<file path="config.mk">
export PLATFORM = sky130hd
export DESIGN_NAME = mit_motor_command_frame_pack
export DESIGN_NICKNAME = d
export VERILOG_FILES = /design/src/hw/rtl/mmcfp_pkg.sv /design/src/hw/rtl/mit_motor_command_frame_pack.sv /design/src/hw/rtl/mmcfp_lane.sv /design/src/hw/rtl/mmcfp_merge.sv
export SDC_FILE = /design/constraint.sdc
export NUM_CORES = 2
export LEC_CHECK = 0
export BUFFER_PORTS_ARGS = -buffer_cell sky130_fd_sc_hd__buf_2
export CAP_MARGIN = 20
export CORE_MARGIN = 8
export CORE_UTILIZATION = 40
export DETAILED_ROUTE_END_ITERATION = 7
export GPL_ROUTABILITY_DRIVEN = 1
export PLACE_DENSITY = 0.57
export SYNTH_ARGS = -nofsm -noshare
export SYNTH_HDL_FRONTEND = slang
export SYNTH_SLANG_ARGS = --single-unit
</file>
<file path="constraint.sdc">
create_clock -name i_clk -period 9.3 [get_ports i_clk]
set_input_delay 0.465 -clock i_clk [delete_from_list [all_inputs] [get_ports i_clk]]
set_output_delay 0.465 -clock i_clk [all_outputs]
set_load 0.03 [all_outputs]
</file>
<file path="src/hw/rtl/mmcfp_pkg.sv">
// ----------------------------------------------------------------------------
// mmcfp_pkg
// shared types, widths and range tables for the motor command frame packer
// ----------------------------------------------------------------------------
package mmcfp_pkg;

    localparam int VAL_W       = 29;   // signed q12.16 command value
    localparam int KIND_W      = 2;
    localparam int IDENT_W     = 11;
    localparam int CODE_W      = 16;   // widest code (position)
    localparam int NARROW_W    = 12;   // velocity, gains and torque codes
    localparam int D_W         = 25;   // offset above range minimum
    localparam int P_W         = D_W + CODE_W;
    localparam int T_W         = 21;   // scaled offset after power-of-two shift
    localparam int RECIP_W     = 24;
    localparam int RECIP_SHIFT = 24;
    localparam int DIV_W       = 7;
    localparam int SHIFT_W     = 5;
    localparam int LANES       = 5;
    localparam int LANE_ID_W   = 3;
    localparam int TDATA_IN_W  = 160;
    localparam int TUSER_IN_W  = 2;
    localparam int TDATA_OUT_W = 80;

    localparam logic [LANE_ID_W-1:0] LANE_POS = 3'd0;
    localparam logic [LANE_ID_W-1:0] LANE_VEL = 3'd1;
    localparam logic [LANE_ID_W-1:0] LANE_KP  = 3'd2;
    localparam logic [LANE_ID_W-1:0] LANE_KD  = 3'd3;
    localparam logic [LANE_ID_W-1:0] LANE_TRQ = 3'd4;

    localparam logic [KIND_W-1:0] KIND_A = 2'd0;
    localparam logic [KIND_W-1:0] KIND_B = 2'd1;

    // span = 2^shift * divisor, recip = floor(2^24 / divisor)
    typedef struct packed {
        logic signed [VAL_W-1:0]   lo;
        logic signed [VAL_W-1:0]   hi;
        logic                      wide;
        logic [SHIFT_W-1:0]        shift;
        logic [DIV_W-1:0]          divisor;
        logic [RECIP_W-1:0]        recip;
    } t_lane_cfg;

    typedef struct packed {
        logic s1;
        logic s2;
        logic s3;
        logic s4;
    } t_stage_en;

    function automatic t_lane_cfg mk_cfg(input int lim_lo, input int lim_hi,
                                         input logic wide, input int shift,
                                         input int divisor, input int recip);
        t_lane_cfg c;
        c.lo      = VAL_W'(lim_lo);
        c.hi      = VAL_W'(lim_hi);
        c.wide    = wide;
        c.shift   = SHIFT_W'(shift);
        c.divisor = DIV_W'(divisor);
        c.recip   = RECIP_W'(recip);
        return c;
    endfunction

    // unused kind code falls back to the last row
    function automatic t_lane_cfg lane_cfg(input logic [LANE_ID_W-1:0] lane,
                                           input logic [KIND_W-1:0] kind);
        t_lane_cfg c;
        unique case (lane)
            LANE_POS: c = mk_cfg(-819200, 819200, 1'b1, 16, 25, 671088);
            LANE_VEL: begin
                if (kind == KIND_A) begin
                    c = mk_cfg(-1638400, 1638400, 1'b0, 17, 25, 671088);
                end else if (kind == KIND_B) begin
                    c = mk_cfg(-2949120, 2949120, 1'b0, 17, 45, 372827);
                end else begin
                    c = mk_cfg(-1966080, 1966080, 1'b0, 18, 15, 1118481);
                end
            end
            LANE_KP:  c = mk_cfg(0, 32768000, 1'b0, 18, 125, 134217);
            LANE_KD:  c = mk_cfg(0, 327680, 1'b0, 16, 5, 3355443);
            LANE_TRQ: begin
                if (kind == KIND_A) begin
                    c = mk_cfg(-1310720, 1310720, 1'b0, 19, 5, 3355443);
                end else if (kind == KIND_B) begin
                    c = mk_cfg(-1572864, 1572864, 1'b0, 20, 3, 5592405);
                end else begin
                    c = mk_cfg(-655360, 655360, 1'b0, 18, 5, 3355443);
                end
            end
            default:  c = mk_cfg(-819200, 819200, 1'b1, 16, 25, 671088);
        endcase
        return c;
    endfunction

endpackage

</file>
<file path="src/hw/rtl/mit_motor_command_frame_pack.sv">
// ----------------------------------------------------------------------------
// mit_motor_command_frame_pack
// clamps and scales five motor commands and packs them into an eight byte frame
// ----------------------------------------------------------------------------
// path: an input transfer is registered in stages one to four in order; stage four drives output valid
// throughput: one transfer per cycle while the output is not stalled; the four lane stages run concurrently
// each stage holds only when it is full and the stage after it holds
// reset: synchronous, active low, clears the stage valid bits only
// ----------------------------------------------------------------------------
module mit_motor_command_frame_pack (
    input  logic                                  i_clk,
    input  logic                                  i_rst_n,
    input  logic                                  i_s_axis_tvalid,
    output logic                                  o_s_axis_tready,
    // frame_ident, position_cmd, velocity_cmd, stiffness_cmd, damping_cmd,
    // torque_cmd, zero pad
    input  logic [mmcfp_pkg::TDATA_IN_W-1:0]      i_s_axis_tdata,
    // motor_kind
    input  logic [mmcfp_pkg::TUSER_IN_W-1:0]      i_s_axis_tuser,
    output logic                                  o_m_axis_tvalid,
    input  logic                                  i_m_axis_tready,
    // out_ident, byte_0 .. byte_7, zero pad
    output logic [mmcfp_pkg::TDATA_OUT_W-1:0]     o_m_axis_tdata
);

    localparam int VAL0 = mmcfp_pkg::IDENT_W;

    // per-stage valid bits, stage four is the output register
    logic r_v1, r_v2, r_v3, r_v4;
    logic n_v1, n_v2, n_v3, n_v4;
    logic rdy1, rdy2, rdy3, rdy4;
    mmcfp_pkg::t_stage_en en;

    // ident rides alongside the lanes
    logic [mmcfp_pkg::IDENT_W-1:0] r_id1, r_id2, r_id3, r_id4;

    logic [mmcfp_pkg::CODE_W-1:0] codes [mmcfp_pkg::LANES];
    logic [mmcfp_pkg::KIND_W-1:0] kind;

    // bubble-collapsing ready chain from the output back to the input
    always_comb begin
        rdy4 = !r_v4 || i_m_axis_tready;
        rdy3 = !r_v3 || rdy4;
        rdy2 = !r_v2 || rdy3;
        rdy1 = !r_v1 || rdy2;
        en.s1 = rdy1;
        en.s2 = rdy2;
        en.s3 = rdy3;
        en.s4 = rdy4;
        n_v1 = rdy1 ? i_s_axis_tvalid : r_v1;
        n_v2 = rdy2 ? r_v1 : r_v2;
        n_v3 = rdy3 ? r_v2 : r_v3;
        n_v4 = rdy4 ? r_v3 : r_v4;
    end

    always_ff @(posedge i_clk) begin
        if (!i_rst_n) begin
            r_v1 <= 1'b0;
            r_v2 <= 1'b0;
            r_v3 <= 1'b0;
            r_v4 <= 1'b0;
        end else begin
            r_v1 <= n_v1;
            r_v2 <= n_v2;
            r_v3 <= n_v3;
            r_v4 <= n_v4;
        end
    end

    always_ff @(posedge i_clk) begin
        if (en.s1) r_id1 <= i_s_axis_tdata[mmcfp_pkg::IDENT_W-1:0];
        if (en.s2) r_id2 <= r_id1;
        if (en.s3) r_id3 <= r_id2;
        if (en.s4) r_id4 <= r_id3;
    end

    assign kind = i_s_axis_tuser[mmcfp_pkg::KIND_W-1:0];

    // one lane per command value, ranges picked by lane and motor kind
    for (genvar g = 0; g < mmcfp_pkg::LANES; g++) begin : g_lane
        mmcfp_lane u_lane (
            .i_clk   (i_clk),
            .i_en    (en),
            .i_value (i_s_axis_tdata[VAL0 + g*mmcfp_pkg::VAL_W +: mmcfp_pkg::VAL_W]),
            .i_cfg   (mmcfp_pkg::lane_cfg(mmcfp_pkg::LANE_ID_W'(g), kind)),
            .o_code  (codes[g])
        );
    end

    // frame assembly from the lane results
    mmcfp_merge u_merge (
        .i_ident (r_id4),
        .i_pos   (codes[mmcfp_pkg::LANE_POS]),
        .i_vel   (codes[mmcfp_pkg::LANE_VEL]),
        .i_kp    (codes[mmcfp_pkg::LANE_KP]),
        .i_kd    (codes[mmcfp_pkg::LANE_KD]),
        .i_trq   (codes[mmcfp_pkg::LANE_TRQ]),
        .o_tdata (o_m_axis_tdata)
    );

    assign o_s_axis_tready = rdy1;
    assign o_m_axis_tvalid = r_v4;

endmodule

</file>
<file path="src/hw/rtl/mmcfp_lane.sv">
// ----------------------------------------------------------------------------
// mmcfp_lane
// four-stage clamp and scale of one command value to its unsigned code
// ----------------------------------------------------------------------------
module mmcfp_lane (
    input  logic                                i_clk,
    input  mmcfp_pkg::t_stage_en                i_en,
    input  logic signed [mmcfp_pkg::VAL_W-1:0]  i_value,
    input  mmcfp_pkg::t_lane_cfg                i_cfg,
    output logic [mmcfp_pkg::CODE_W-1:0]        o_code
);

    // stage 1: bound compare and offset
    logic                                r_s1_hi, r_s1_lo;
    logic [mmcfp_pkg::D_W-1:0]           r_s1_d;
    mmcfp_pkg::t_lane_cfg                r_s1_cfg;
    // stage 2: scale by full code then drop power-of-two part of span
    logic                                r_s2_hi, r_s2_lo;
    logic [mmcfp_pkg::T_W-1:0]           r_s2_t;
    mmcfp_pkg::t_lane_cfg                r_s2_cfg;
    // stage 3: reciprocal estimate of the quotient
    logic                                r_s3_hi, r_s3_lo;
    logic [mmcfp_pkg::T_W-1:0]           r_s3_t;
    logic [mmcfp_pkg::CODE_W-1:0]        r_s3_q;
    mmcfp_pkg::t_lane_cfg                r_s3_cfg;
    // stage 4: corrected, saturated code
    logic [mmcfp_pkg::CODE_W-1:0]        r_code;

    logic signed [mmcfp_pkg::VAL_W:0]                  diff;
    logic [mmcfp_pkg::P_W-1:0]                         d_ext, prod_full, shifted;
    logic [mmcfp_pkg::T_W+mmcfp_pkg::RECIP_W-1:0]      prod_recip;
    logic [mmcfp_pkg::CODE_W+mmcfp_pkg::DIV_W-1:0]     q_times_m;
    logic [mmcfp_pkg::T_W-1:0]                         rem;
    logic                                              corr;
    logic [mmcfp_pkg::CODE_W-1:0]                      full, n_code;

    always_comb begin
        diff = {i_value[mmcfp_pkg::VAL_W-1], i_value}
             - {i_cfg.lo[mmcfp_pkg::VAL_W-1], i_cfg.lo};
    end

    always_ff @(posedge i_clk) begin
        if (i_en.s1) begin
            r_s1_hi  <= (i_value >= i_cfg.hi);
            r_s1_lo  <= (i_value <= i_cfg.lo);
            r_s1_d   <= diff[mmcfp_pkg::D_W-1:0];
            r_s1_cfg <= i_cfg;
        end
    end

    // d * (2^bits - 1) as shift and subtract
    always_comb begin
        d_ext = {{mmcfp_pkg::CODE_W{1'b0}}, r_s1_d};
        if (r_s1_cfg.wide) begin
            prod_full = (d_ext << mmcfp_pkg::CODE_W) - d_ext;
        end else begin
            prod_full = (d_ext << mmcfp_pkg::NARROW_W) - d_ext;
        end
        shifted = prod_full >> r_s1_cfg.shift;
    end

    always_ff @(posedge i_clk) begin
        if (i_en.s2) begin
            r_s2_hi  <= r_s1_hi;
            r_s2_lo  <= r_s1_lo;
            r_s2_t   <= shifted[mmcfp_pkg::T_W-1:0];
            r_s2_cfg <= r_s1_cfg;
        end
    end

    always_comb begin
        prod_recip = {{mmcfp_pkg::RECIP_W{1'b0}}, r_s2_t}
                   * {{mmcfp_pkg::T_W{1'b0}}, r_s2_cfg.recip};
    end

    // estimate is exact or one low
    always_ff @(posedge i_clk) begin
        if (i_en.s3) begin
            r_s3_hi  <= r_s2_hi;
            r_s3_lo  <= r_s2_lo;
            r_s3_t   <= r_s2_t;
            r_s3_q   <= prod_recip[mmcfp_pkg::RECIP_SHIFT +: mmcfp_pkg::CODE_W];
            r_s3_cfg <= r_s2_cfg;
        end
    end

    always_comb begin
        q_times_m = {{mmcfp_pkg::DIV_W{1'b0}}, r_s3_q}
                  * {{mmcfp_pkg::CODE_W{1'b0}}, r_s3_cfg.divisor};
        rem  = r_s3_t - q_times_m[mmcfp_pkg::T_W-1:0];
        corr = (rem >= {{(mmcfp_pkg::T_W-mmcfp_pkg::DIV_W){1'b0}}, r_s3_cfg.divisor});
        full = r_s3_cfg.wide ? {mmcfp_pkg::CODE_W{1'b1}}
                             : {{(mmcfp_pkg::CODE_W-mmcfp_pkg::NARROW_W){1'b0}},
                                {mmcfp_pkg::NARROW_W{1'b1}}};
        priority if (r_s3_hi) begin
            n_code = full;
        end else if (r_s3_lo) begin
            n_code = '0;
        end else begin
            n_code = r_s3_q + {{(mmcfp_pkg::CODE_W-1){1'b0}}, corr};
        end
    end

    always_ff @(posedge i_clk) begin
        if (i_en.s4) begin
            r_code <= n_code;
        end
    end

    assign o_code = r_code;

endmodule

</file>
<file path="src/hw/rtl/mmcfp_merge.sv">
// ----------------------------------------------------------------------------
// mmcfp_merge
// packs the five lane codes big-endian into eight frame bytes with the ident
// ----------------------------------------------------------------------------
module mmcfp_merge (
    input  logic [mmcfp_pkg::IDENT_W-1:0]     i_ident,
    input  logic [mmcfp_pkg::CODE_W-1:0]      i_pos,
    input  logic [mmcfp_pkg::CODE_W-1:0]      i_vel,
    input  logic [mmcfp_pkg::CODE_W-1:0]      i_kp,
    input  logic [mmcfp_pkg::CODE_W-1:0]      i_kd,
    input  logic [mmcfp_pkg::CODE_W-1:0]      i_trq,
    output logic [mmcfp_pkg::TDATA_OUT_W-1:0] o_tdata
);

    logic [7:0] frame [8];

    always_comb begin
        frame[0] = i_pos[15:8];
        frame[1] = i_pos[7:0];
        frame[2] = i_vel[11:4];
        frame[3] = {i_vel[3:0], i_kp[11:8]};
        frame[4] = i_kp[7:0];
        frame[5] = i_kd[11:4];
        frame[6] = {i_kd[3:0], i_trq[11:8]};
        frame[7] = i_trq[7:0];
        o_tdata  = {5'b0, frame[7], frame[6], frame[5], frame[4],
                    frame[3], frame[2], frame[1], frame[0], i_ident};
    end

endmodule

</file>
* Word level (Yosys, flattened, before mapping)
Cells that the tools add are included.
** Word-level totals
- Output and inout bits :: 82
- Input port bits :: 166
- Word-level logic and storage cells :: 147
- Register bits after elaboration :: 706
** Operators by class
- Equal/unequal tests :: 1
- Muxes and demuxes :: 13
- $add $sub $neg :: 20
- Shifts and indexed selects :: 2
- $lt $le $gt $ge :: 15
- Multiply operators :: 10
- Reduce and logical (&&, ||, !) cells :: 9
** Operators by type and width (number)
- 88-bit 2-to-1 mux :: 2
- 87-bit 2-to-1 mux :: 2
- 37-bit by 25-bit subtractor with 38-bit output :: 3
- 21-bit subtractor :: 5
- 41-bit 2-to-1 mux :: 2
- 41-bit by 5-bit >> shifter with 21-bit output :: 2
- 41-bit by 25-bit subtractor with 41-bit output :: 2
- 21-bit by 24-bit multiplier with 40-bit output :: 2
- 37-bit by 25-bit subtractor with 37-bit output :: 2
- 12-bit 2-to-1 mux :: 6
- 29-bit >= comparator :: 2
- 29-bit by 1-bit <= comparator with 1-bit output (second input constant) :: 2
- 12-bit by 1-bit adder with 12-bit output :: 4
- 21-bit by 7-bit >= comparator with 1-bit output :: 2
- 16-bit by 7-bit multiplier with 21-bit output :: 2
- 21-bit by 22-bit multiplier with 40-bit output (second input constant) :: 1
- 21-bit by 18-bit multiplier with 39-bit output (second input constant) :: 1
- 21-bit by 16-bit multiplier with 36-bit output (second input constant) :: 1
- 29-bit by 20-bit >= comparator with 1-bit output (second input constant) :: 1
- 29-bit by 21-bit >= comparator with 1-bit output (second input constant) :: 1
- 29-bit by 26-bit >= comparator with 1-bit output (second input constant) :: 1
- 29-bit by 21-bit <= comparator with 1-bit output (second input constant) :: 1
- 29-bit by 22-bit <= comparator with 1-bit output :: 1
- 29-bit by 23-bit <= comparator with 1-bit output :: 1
- other kinds (15) :: 21

* Logic depth before layout (Yosys ltp)
- Word-level depth :: 6
- Gate-level depth with buffers :: 32
- Depth with buffers taken out :: 31

* Modules after synthesis
Synthesis repeated with hierarchy kept, for this count alone.
** Unflattened totals
- Cells, all modules :: 17297
- Area, all modules :: 160755.4 µm²
** Modules (own cells, without submodules)
- mmcfp_lane at g_lane[2].u_lane :: cells an instance 3493, seq. area each 5465.2 µm², times used 1, area an instance 32045.7 µm²
- mmcfp_lane at g_lane[3].u_lane :: cells an instance 3484, seq. area each 5465.2 µm², times used 1, area an instance 31971.9 µm²
- mmcfp_lane at g_lane[4].u_lane :: cells an instance 3453, seq. area each 5465.2 µm², times used 1, area an instance 31848.0 µm²
- mmcfp_lane at g_lane[0].u_lane :: cells an instance 3416, seq. area each 5465.2 µm², times used 1, area an instance 31773.0 µm²
- mmcfp_lane at g_lane[1].u_lane :: cells an instance 3301, seq. area each 5465.2 µm², times used 1, area an instance 30992.2 µm²
- mit_motor_command_frame_pack :: cells an instance 69, seq. area each 1401.3 µm², times used 1, area an instance 1520.2 µm²
- mmcfp_merge :: cells an instance 81, seq. area each 0.0 µm², times used 1, area an instance 604.3 µm²

* Worst setup path after synthesis
OpenSTA, ideal clock, no wires.
- Path type :: register to register
- From :: reg g_lane[1].u_lane.r_s2_cfg[18] (netlist name)
- To :: reg g_lane[4].u_lane.r_s3_q[15] (netlist bit) (data pin)
- Path buffers :: 1
- Data arrival time :: 6652 ps
- Path slack :: 2382 ps
- Setup time :: 266 ps
- Cell stages (with the launch flop) :: 25
- Cells stage by stage :: edfxtp_1 clkbuf_1 nand2_1 fa_1 inv_1 fa_1 inv_1 fa_1 inv_1 fa_1 fa_1 inv_1 fa_1 fa_1 inv_1 ha_1 a2111o_1 o22a_1 a211o_1 a21o_1 o2111ai_1 a31oi_1 a41o_1 o41ai_1 xnor2_1
** RTL lines
- end signal, assigned :: RTL line mmcfp_lane.sv:82 : r_s3_q <= prod_recip[mmcfp_pkg::RECIP_SHIFT +: mmcfp_pkg::CODE_W];
- end, declared :: RTL line mmcfp_lane.sv:24 : logic [mmcfp_pkg::CODE_W-1:0] r_s3_q;

==> metrics.md <==
| Metric | Value |
|---|---|
| CP most frequent cell | `fa_1` |
| CTS Sinks | `roughly 570` |
| # Post-CTS Setup Buffers | `0` |
| Unique masters post-synth | `89` |
| Placed insts | `between 9,000 and 10,000` |
| Layout cells sized above 1 | `0.0596` |
| Min-Delay Path Class | `input port to register` |
| IO Port Bufs | `about 240` |
| Main combinational cell family by area after synthesis | `adder cells` |
| Hold slack | `approximately 0.085 ns` |
| FFs w/ async S/R, synth | `0` |
| CP required | `between 9 and 10 ns` |
| Final Setup Violations | `0` |
| Min Tclk post-route | `8.12 ns` |
| CP Max Fanout | `22` |
| Seq/Total Area, Yosys | `0.239` |
| CP Launch Type | `register` |
| Compound-Gate Fraction of Synth Area | `0.0800` |
| # rows | `between 150 and 200` |
| Crit path cell chain | `buf_4, and2_1, fa_1, fa_1, fa_1, fa_1, fa_1, inv_1, fa_1, inv_1, fa_1, ha_1, a21oi_1, o221ai_1, a221oi_1, o41ai_1, buf_4, a21o_1, o2111ai_1, a31oi_1, a41o_1, o41ai_1, xnor2_1` |
| Tcrit/Tclk final | `0.873` |
| Syn_area_per_cell | `10.6 um^2` |
| Worst path max stage delay | `0.92 ns` |
| Post-DR wirelength/cell | `18.1 um` |
| Final slew viol count | `0` |
| Yosys synthesis warning count | `0` |
| Global route overflow | `0` |
| MaxCap Viol Count | `0` |
| CTS tree | `done` |
| Worst setup EP type | `register` |
| Mux share of post-synthesis cell area | `0.00587` |
| Die area | `about 0.19 mm^2` |
| Buffers & Inverters on Critical Path | `4` |
| Core ar. | `between 0.15 and 0.2 mm^2` |
| Max-slew headroom | `0.267` |
| Vias in the first global route | `51,200` |
| Largest net degree at the start of global routing | `81` |
| Clk pin slew, worst setup/hold paths | `about 0.050 ns` |
| Simple-Gate Fraction of Synth Area | `0.0819` |
| Placed cell area | `roughly 0.076 mm^2` |
| Clock Skew | `0.0202 ns` |
| # DRC | `0` |
| Filler cells | `16,600` |
| Worst-Margin Slew | `between 1 and 1.5 ns` |
| I/O pins | `about 250` |
| Antenna Nets Post-Route | `0` |
| Most frequent cell after synthesis | `inv_1` |
| Setup TNS | `0 ns` |
| Post-Synth Adder-Cell Area | `0.468` |
| Slowest stage cell on the critical path | `edfxtp_1` |
| Critical path's top delay family | `adder cells` |
| Clock Path Buffers | `3` |
| 1st-iter DRT viols | `2,387` |
| Area delta synth->final | `10.5%` |
| Area leader, netlist | `fa_1` |
| Xor-xnor portion of the synthesized cell area | `0.0363` |
| Final instance count without filler cells | `between 9,000 and 10,000` |
| Post-Syn Area | `0.0717 mm^2` |
| Initial antenna violation count | `11` |
| Total Nets Final | `between 9,000 and 10,000` |
| HPWL Detailed | `146,000 um` |
| Clock insertion delay at the later pin of the skew report | `0.69 ns` |
| Pre-Repair DR Iteration Count | `7` |
| Routed Wire Length | `172,000 um` |
| Ys flop type | `edfxtp_1` |
| Cells after synthesis | `roughly 6,700` |
| GPL Wtd Cong | `between 0.9 and 1` |
| H-tree Lvls | `3` |
| CTS buffer count | `71` |
| GRT Overall Usage | `0.180` |
| Main area contributors after synthesis | `fa_1, edfxtp_1, ha_1` |
| Initial Utilization | `0.402` |
| First-pass GRT wire length | `around 280,000 um` |
| Vert. Die Dim | `roughly 440 um` |
| Crit Path Category | `register to register` |
| Die Span X | `around 440 um` |
| Fmax | `about 0.12 GHz` |
| Routed vias/inst | `a little under 5` |
| Unrepaired setup endpoints after global routing | `false` |
| Yosys reg bits | `around 570` |
| Routed vias | `between 40,000 and 50,000` |
| Post-synth EDFFs | `around 570` |
| Hold Vio Cnt, Final | `0` |
| Final instance area | `between 0.07 and 0.08 mm^2` |
| Crit path arrival time | `8.53 ns` |
| Status | `finished clean` |
| Synth cell count leaders | `inv_1, ha_1, fa_1` |
| Share of the synthesized area in the top cell type | `0.259` |
| Clock Tree Root | `clkbuf_16` |
placed cells by master, fill, tap and decap left out, drive strengths merged, types with 17 or more instances in the layout:
cell / instances
inv: 1621
ha: 1193
fa: 929
edfxtp: 567
nor2: 281
buf: 261
nand2: 253
a21oi: 222
xnor2: 211
and2: 162
o21ai: 160
a21o: 137
dlygate4sd3: 111
nand3: 91
xor2: 86
clkbuf: 81
nor3: 77
nor4: 51
o21a: 50
nor2b: 42
nand2b: 39
nand4: 38
and3: 37
clkinv: 34
mux2i: 33
a211oi: 30
a31oi: 29
or3: 23
o31ai: 23
o21bai: 21
o22ai: 19
or4: 18
o211ai: 17
cell type report:
type	count	area [um^2]	area share
multi-input cells	4488	48200	0.608
flip-flops and latches	571	17100	0.216
inverters	1615	6070	0.0766
well taps	2355	2950	0.0372
repair buffers	372	2490	0.0315
clock buffers	81	1860	0.0234
clock inverters	50	561	0.00708
diodes	3	7.51	0.0000948
sequential cells by signal, indices dropped and copies added, names as in the netlist, 6 cells and up:
name / count
r_id1: 11
r_id3: 11
g_lane.u_lane.r_s2_cfg: 6
g_lane.u_lane.r_s3_q: 79
g_lane.u_lane.r_s2_t: 104
r_id4: 11
g_lane.u_lane.o_code: 64
g_lane.u_lane.r_s1_cfg: 6
g_lane.u_lane.r_s1_d: 125
g_lane.u_lane.r_s3_t: 104
r_id2: 11
cells by family after synthesis:
group / count (synthesis)
compound gates: 864
xor+xnor: 297
fa+ha+maj: 2122
buf+inv: 1692
flops: 571
mux: 39
other cells: 1
simple gates: 1161
routing by layer:
metal | GRT usage | up-vias | wire length (um)
met5 | 0 | - | 0
met4 | 0.0580 | 0 | 5620
met3 | 0.0191 | 237 | 5620
met2 | 0.310 | 808 | 83200
met1 | 0.237 | 23400 | 78100
li1 | - | 23000 | -
worst paths after layout:
check / depth (start not counted) / endpoint / from / slack, ns
max: 23 / g_lane[4].u_lane.r_s3_q[15]$_DFFE_PP_ / g_lane[1].u_lane.r_s2_cfg[18]$_DFFE_PP_ / 1.18
min reg2reg: 0 / r_id3[6]$_DFFE_PP_ / r_id2[6]$_DFFE_PP_ / 0.41
max reg2reg: 23 / g_lane[4].u_lane.r_s3_q[15]$_DFFE_PP_ / g_lane[1].u_lane.r_s2_cfg[18]$_DFFE_PP_ / 1.18
min: 2 / g_lane[1].u_lane.r_s1_hi$_DFFE_PP_ / i_s_axis_tdata[68] / 0.09
through the flow:
stage / setup WS (ns) / utilization
after floorplan: 2.38 / -
after global placement: 1.34 / 0.425
after detailed placement: 1.15 / 0.425
after CTS: 1.11 / 0.444
after global routing: 0.739 / 0.444
final: 1.18 / 0.444
timing repair:
item / CTS / global route
hold buffers: 111 / 0
hold endpoints to repair: 112 / 0
gates resized for setup: 0 / 0
Power is left out: the tool's default activity adds up to more than one toggle a clock period on the data nets, which glitch-free logic cannot reach.
